File: config.mk
export PLATFORM = sky130hd
export DESIGN_NAME = ascii_command_frame_parser_core
export DESIGN_NICKNAME = d
export VERILOG_FILES = /design/src/design/acfp_pkg.sv /design/src/design/ascii_command_frame_parser_core.sv /design/src/design/acfp_ram.sv
export SDC_FILE = /design/constraint.sdc
export NUM_CORES = 1
export LEC_CHECK = 0
export BUFFER_PORTS_ARGS = -buffer_cell sky130_fd_sc_hd__buf_2
export CAP_MARGIN = 20
export CORE_MARGIN = 2
export CORE_UTILIZATION = 32
export DETAILED_ROUTE_END_ITERATION = 7
export PLACE_DENSITY = 0.48
export SLEW_MARGIN = 20
export SYNTH_ARGS = -nofsm -noshare
export SYNTH_HDL_FRONTEND = slang
export SYNTH_SLANG_ARGS = --single-unit
File: constraint.sdc
create_clock -name i_clk -period 5 [get_ports i_clk]
set_input_delay 1 -clock i_clk [delete_from_list [all_inputs] [get_ports i_clk]]
set_output_delay 1 -clock i_clk [all_outputs]
set_load 0.05 [all_outputs]
File: src/design/acfp_pkg.sv
`default_nettype none

package acfp_pkg;

    localparam int CMD_LEN_DEF   = 8;
    localparam int CS_DIGITS_DEF = 3;
    localparam int MAX_EMIT      = 8;

    localparam logic [7:0] CH_HEAD    = 8'h3C;
    localparam logic [7:0] CH_DELIM   = 8'h3D;
    localparam logic [7:0] CH_END     = 8'h0D;
    localparam logic [7:0] DIGIT_BASE = 8'd48;

endpackage

`default_nettype wire

File: src/design/ascii_command_frame_parser_core.sv
`default_nettype none

// Channel   Direction  Handshake                   Payload
// input     in         i_in_valid / o_in_ready     i_rx_byte
// output    out        o_out_valid / i_out_ready   o_cmd_value, o_cmd_index, o_last
//
// Outside emission one byte beat is taken every cycle and parsed in that cycle.
// A good terminator starts emission, one store read per cycle unless the output stalls:
// each of the min(CMD_LEN, 8) beats is read from the store into a register, then loaded
// into the output register; the input is not ready until the last beat is loaded there.
// Reset is synchronous and active low and puts the parser back to hunting for the
// frame start; the command store holds no reset state.

module ascii_command_frame_parser_core #(
    parameter int CMD_LEN   = acfp_pkg::CMD_LEN_DEF,
    parameter int CS_DIGITS = acfp_pkg::CS_DIGITS_DEF
) (
    input  wire logic       i_clk,
    input  wire logic       i_rst_n,
    input  wire logic       i_in_valid,
    output logic            o_in_ready,
    input  wire logic [7:0] i_rx_byte,
    output logic            o_out_valid,
    input  wire logic       i_out_ready,
    output logic      [7:0] o_cmd_value,
    output logic      [2:0] o_cmd_index,
    output logic            o_last
);

    import acfp_pkg::*;

    localparam int EMIT_N = (CMD_LEN < MAX_EMIT) ? CMD_LEN : MAX_EMIT;
    localparam int ADDR_W = (EMIT_N > 1) ? $clog2(EMIT_N) : 1;
    localparam int BC_W   = $clog2(CMD_LEN + 1);
    localparam int CS_W   = $clog2(CS_DIGITS + 1);

    localparam logic [BC_W-1:0]   BC_FULL  = BC_W'(CMD_LEN);
    localparam logic [BC_W-1:0]   BC_STORE = BC_W'(EMIT_N);
    localparam logic [CS_W-1:0]   CS_FULL  = CS_W'(CS_DIGITS);
    localparam logic [ADDR_W-1:0] IDX_LAST = ADDR_W'(EMIT_N - 1);

    typedef enum logic [2:0] {
        PH_HUNT,
        PH_BODY,
        PH_DELIM,
        PH_CHECK,
        PH_END,
        PH_EMIT
    } t_phase;

    t_phase            r_phase;
    logic [BC_W-1:0]   r_body_count;
    logic [7:0]        r_body_sum;
    logic [7:0]        r_check;
    logic [CS_W-1:0]   r_digit_count;
    logic [ADDR_W-1:0] r_iss_idx;
    logic              r_iss_done;
    logic              r_rd_vld;
    logic [ADDR_W-1:0] r_rd_idx;

    logic              accept;
    logic [7:0]        value;
    logic [BC_W-1:0]   n_body_count;
    logic [7:0]        n_body_sum;
    logic [7:0]        n_check;
    logic [CS_W-1:0]   n_digit_count;
    logic              load;
    logic              issue;
    logic              ram_we;
    logic [ADDR_W-1:0] ram_raddr;
    logic [7:0]        ram_rdata;

    assign o_in_ready    = (r_phase != PH_EMIT);
    assign accept        = i_in_valid && o_in_ready;
    assign value         = i_rx_byte - DIGIT_BASE;
    assign n_body_count  = r_body_count + 1'b1;
    assign n_body_sum    = r_body_sum + value;
    assign n_check       = {r_check[4:0], 3'b000} + {r_check[6:0], 1'b0} + value;
    assign n_digit_count = r_digit_count + 1'b1;

    assign ram_we = accept && (r_phase == PH_BODY) && (i_rx_byte != CH_HEAD)
                    && (r_body_count < BC_STORE);

    assign load      = r_rd_vld && (!o_out_valid || i_out_ready);
    assign issue     = (r_phase == PH_EMIT) && !r_iss_done && (!r_rd_vld || load);
    assign ram_raddr = issue ? r_iss_idx : r_rd_idx;

    acfp_ram #(
        .WIDTH (8),
        .DEPTH (EMIT_N),
        .AW    (ADDR_W)
    ) u_store (
        .i_clk   (i_clk),
        .i_we    (ram_we),
        .i_waddr (r_body_count[ADDR_W-1:0]),
        .i_wdata (value),
        .i_raddr (ram_raddr),
        .o_rdata (ram_rdata)
    );

    always_ff @(posedge i_clk) begin
        if (!i_rst_n) begin
            r_phase       <= PH_HUNT;
            r_body_count  <= '0;
            r_body_sum    <= '0;
            r_check       <= '0;
            r_digit_count <= '0;
            r_iss_done    <= 1'b0;
            r_rd_vld      <= 1'b0;
            o_out_valid   <= 1'b0;
        end else begin
            if (load) begin
                o_out_valid <= 1'b1;
                o_cmd_value <= ram_rdata;
                o_cmd_index <= 3'(r_rd_idx);
                o_last      <= (r_rd_idx == IDX_LAST);
            end else if (i_out_ready) begin
                o_out_valid <= 1'b0;
            end

            if (r_phase == PH_EMIT) begin
                if (issue) begin
                    r_rd_idx  <= r_iss_idx;
                    r_iss_idx <= r_iss_idx + 1'b1;
                    if (r_iss_idx == IDX_LAST) begin
                        r_iss_done <= 1'b1;
                    end
                end
                r_rd_vld <= issue || (r_rd_vld && !load);
                if (load && (r_rd_idx == IDX_LAST)) begin
                    r_phase <= PH_HUNT;
                end
            end else if (accept) begin
                if ((r_phase != PH_HUNT) && (i_rx_byte == CH_HEAD)) begin
                    r_body_count <= '0;
                    r_body_sum   <= '0;
                    r_phase      <= PH_BODY;
                end else begin
                    unique case (r_phase)
                        PH_BODY: begin
                            r_body_sum   <= n_body_sum;
                            r_body_count <= n_body_count;
                            if (n_body_count == BC_FULL) begin
                                r_phase <= PH_DELIM;
                            end
                        end
                        PH_DELIM: begin
                            if (i_rx_byte == CH_DELIM) begin
                                r_check       <= '0;
                                r_digit_count <= '0;
                                r_phase       <= PH_CHECK;
                            end else begin
                                r_phase <= PH_HUNT;
                            end
                        end
                        PH_CHECK: begin
                            r_check       <= n_check;
                            r_digit_count <= n_digit_count;
                            if (n_digit_count == CS_FULL) begin
                                r_phase <= (n_check == r_body_sum) ? PH_END : PH_HUNT;
                            end
                        end
                        PH_END: begin
                            if (i_rx_byte == CH_END) begin
                                r_iss_idx  <= '0;
                                r_iss_done <= 1'b0;
                                r_rd_vld   <= 1'b0;
                                r_phase    <= PH_EMIT;
                            end else begin
                                r_phase <= PH_HUNT;
                            end
                        end
                        default: begin
                            if (i_rx_byte == CH_HEAD) begin
                                r_body_count <= '0;
                                r_body_sum   <= '0;
                                r_phase      <= PH_BODY;
                            end else begin
                                r_phase <= PH_HUNT;
                            end
                        end
                    endcase
                end
            end
        end
    end

endmodule

`default_nettype wire

File: src/design/acfp_ram.sv
`default_nettype none

module acfp_ram #(
    parameter int WIDTH = 8,
    parameter int DEPTH = 8,
    parameter int AW    = (DEPTH > 1) ? $clog2(DEPTH) : 1
) (
    input  wire logic             i_clk,
    input  wire logic             i_we,
    input  wire logic [AW-1:0]    i_waddr,
    input  wire logic [WIDTH-1:0] i_wdata,
    input  wire logic [AW-1:0]    i_raddr,
    output logic      [WIDTH-1:0] o_rdata
);

    logic [WIDTH-1:0] r_mem [DEPTH];

    always_ff @(posedge i_clk) begin
        if (i_we) begin
            r_mem[i_waddr] <= i_wdata;
        end
        o_rdata <= r_mem[i_raddr];
    end

endmodule

`default_nettype wire

==> summary.txt <==
Global routing
  – First-pass GRT wire length: approximately 19 mm
  – Largest net degree at the start of global routing: 34
  – Number of global-route vias before repair: approximately 3400
  – Total GRT Usage: 0.143
  – Initial antenna violation count: 0
  – Grt ovf: 0

Floorplanning
  – Initial Utilization: 0.326
  – DIE HEIGHT: 134 um
  – Total die area: between 0.015 and 0.02 sq mm
  – Die Wd: ~130 um
  – Rows: between 40 and 50
  – IO Count: 26
  – Core ar.: roughly 0.017 sq mm

Finish
  – Cell area after layout: 0.00640 sq mm
  – Final net count: 502
  – Area delta synth->final: 18.6%
  – ANT cells: 0
  – Proportion of layout cells with a drive suffix above 1: 0.151

STA
  – Final Setup Violations: 0
  – Final Hold Viols: 0
  – RSZ-0062 raised after global routing: false
  – Max Clock Skew: approximately 0.0096 ns
  – FMAX: roughly 290 MHz
  – Fin Setup TNS: 0 ns
  – Fin crit period: around 3.5 ns
  – Rel. slew slack: 0.345
  – Max Slew Vio Count: 0
  – Worst hold slack: 0.401 ns
  – Worst-margin pin slew: ~0.98 ns
  – Tcrit/Tclk final: 0.694
  – Final worst slack: about 1.5 ns

Detailed routing
  – Average wire per cell in the routed design: roughly 17 um
  – DR pass1 iterations: 4
  – Number of remaining DRC errors: 0
  – Vias: between 3000 and 4000
  – Routed Antenna Nets: 0
  – DRT iter0 DRCs: 214
  – Via density: between 4 and 5
  – WL final: 12.0 mm

Worst setup path
  – CP Cell Sequence: buf_2, inv_1, ha_1, fa_1, ha_1, a21oi_1, xnor2_1, xor2_1, or4_1, o21ai_0
  – CP arrival: ~3.8 ns
  – Slowest CP cell: ha_1
  – WS Path Type: in2reg
  – WP buf/inv: 2
  – Crit-path max cell delay: 0.58 ns
  – CP endpoint kind: register
  – Most used cell, CP: ha_1
  – CP Data Required Time: around 5.3 ns
  – Crit Path Max Fanout: 11
  – Type of origin of the critical path: input pin
  – Delay-heaviest family, CP: adder cells

Synthesis
  – Post-synth EDFFs: between 80 and 90
  – Most common cell in the netlist: edfxtp_1
  – Commonest cells post-synth: edfxtp_1 (82), dfxtp_1 (35), nand2_1 (30)
  – Cell taking the most area after synthesis: edfxtp_1
  – Mapped Cells: 427
  – Post-synth top area share: 0.456
  – Mapped Nets: around 470
  – Post-synthesis async set-or-reset flop share: 0
  – Synth warn: 0
  – Sequential element share of the synthesized area: 0.586
  – Cell area after technology mapping: about 0.0054 sq mm
  – Top post-synthesis cells by area: edfxtp_1 (46%), dfxtp_1 (13%), ha_1 (4.6%), mux2i_1 (3.2%), fa_1 (2.2%)
  – Netlist cell types: 50
  – Syn_area_per_cell: 12.6 sq um
  – FF+latch count, synth: around 120
  – Ys flop type: edfxtp_1

Placed design
  – Post-DP HPWL: 8.06 mm
  – Gpl congestion: approximately 0.83
  – Port bufs: 25
  – Placement Setup Slack: about 1.1 ns
  – Post-placement cell area: 0.00576 sq mm

Clock network
  – Clk Latency, worst-skew pair: around 0.42 ns
  – Postcts setup bufs: 0
  – Total CTS buffers: 17
  – H-tree levels: 4
  – Post-CTS Hold Buffers: 0
  – Clock Tree Root: clkbuf_16
  – Total clock sinks: between 100 and 150
  – PostCTS Resize Cnt: 0
  – CTS Buffer Depth: 2
  – Clk pin slew, worst setup/hold paths: 0.05 ns
  – CTS tree: done

Power and ir drop
  – Pwr/cell area: between 300 and 400 mW/mm^2
  – Switching share of total power: 0.198
  – Reg power frac: 0.432
  – Max IR drop VDD: between 0.2 and 0.25 mV
  – Combinational power share: 0.028
  – Cell internal pwr: approximately 0.0019 W
  – Leakage: ~2.3 nW
  – Clk pwr share: 0.539
  – Switch Pwr: ~0.00048 W

Flow run
  – Number of max-cap violations: 0

Run status
  – Status: complete, no violations

Min path
  – Hold/Removal Path Class: reg2reg
==> power by group through the flow <==
stage / clock (W) / sequential [W] / combinational [W]
3_3_place_gp: 0 / 0.00106 / 0.0000668
5_1_grt: 0.00137 / 0.00104 / 0.0000743
4_1_cts: 0.00132 / 0.00104 / 0.0000686
3_5_place_dp: 0 / 0.00106 / 0.0000684
6_report: 0.00129 / 0.00104 / 0.0000679
2_1_floorplan: 0 / 0.00106 / 0.0000400
==> area by class of cell <==
type | instances | area [sq um]
clock buffer | 20 | 457
timing repair buffer | 29 | 155
tap | 220 | 275
fill | 1586 | 10100
clock inverter | 12 | 178
inverter | 17 | 63.8
multi-input combinational | 282 | 2110
sequential | 117 | 3160
==> through the flow <==
stage	utilization	instances	power, W
after floorplan	-	427	0.00110
after global placement	0.349	665	0.00112
after detailed placement	0.349	665	0.00113
after CTS	0.387	697	0.00242
after global routing	0.387	697	0.00248
final	0.387	697	0.00240
==> state kept, by name, summed over array words and instances, names as in the netlist, 2 cells and up <==
signal	cells
r_body_sum	8
r_body_count	4
r_iss_idx	3
r_rd_idx	3
o_cmd_index	3
u_store.o_rdata	8
u_store.r_mem	64
o_cmd_value	8
r_phase	3
r_check	7
r_digit_count	2
==> worst paths after layout <==
| check | from | to | slack [ns] | depth (start not counted) |
|---|---|---|---|---|
| max | i_rx_byte[4] | r_phase[2] | 1.53 | 10 |
| min | u_store.o_rdata[0] | o_cmd_value[0] | 0.40 | 0 |
| max reg2reg | r_phase[2] | u_store.o_rdata[5] | 1.71 | 9 |
| min reg2reg | u_store.o_rdata[0] | o_cmd_value[0] | 0.40 | 0 |
==> worst register-to-register path, cell delays in order, from the launching register on <==
cell,delay [ns]
dfxtp_1,0.47
nor2b_4,0.29
and2_4,0.18
inv_2,0.07
a211o_4,0.39
mux2i_4,0.53
inv_2,0.49
mux2i_1,0.23
a32o_1,0.23
a211oi_1,0.28
==> layer usage <==
layer	vias to the layer above	global-route usage	part of all wire
met2	60	0.246	0.51
met4	0	0.0467	0.015
met1	1668	0.174	0.44
li1	1673	-	-
met5	-	0	0
met3	18	0.0385	0.034
==> placed cells by master (no fill, tap or decap), types with 13 or more instances in the layout <==
cell type and instances:
mux2i_1 17, nand2_1 30, xnor2_1 13, inv_1 15, a211oi_1 16, clkbuf_16 17
buf_2 25, ha_1 20, nor2b_1 18, nor2_1 18, edfxtp_1 82, dfxtp_1 35
==> logic make-up after synthesis <==
family / after synthesis / share of synthesized area
flip-flops: 117 / 0.586
XOR/XNOR: 23 / 0.0399
AO/OA/AOI/OAI: 79 / 0.104
adder cells (fa/ha/maj): 26 / 0.0686
buffers and inverters: 28 / 0.0232
multiplexers: 21 / 0.0420
AND/OR/NAND/NOR: 133 / 0.136
(Power assumes the default switching activity.)
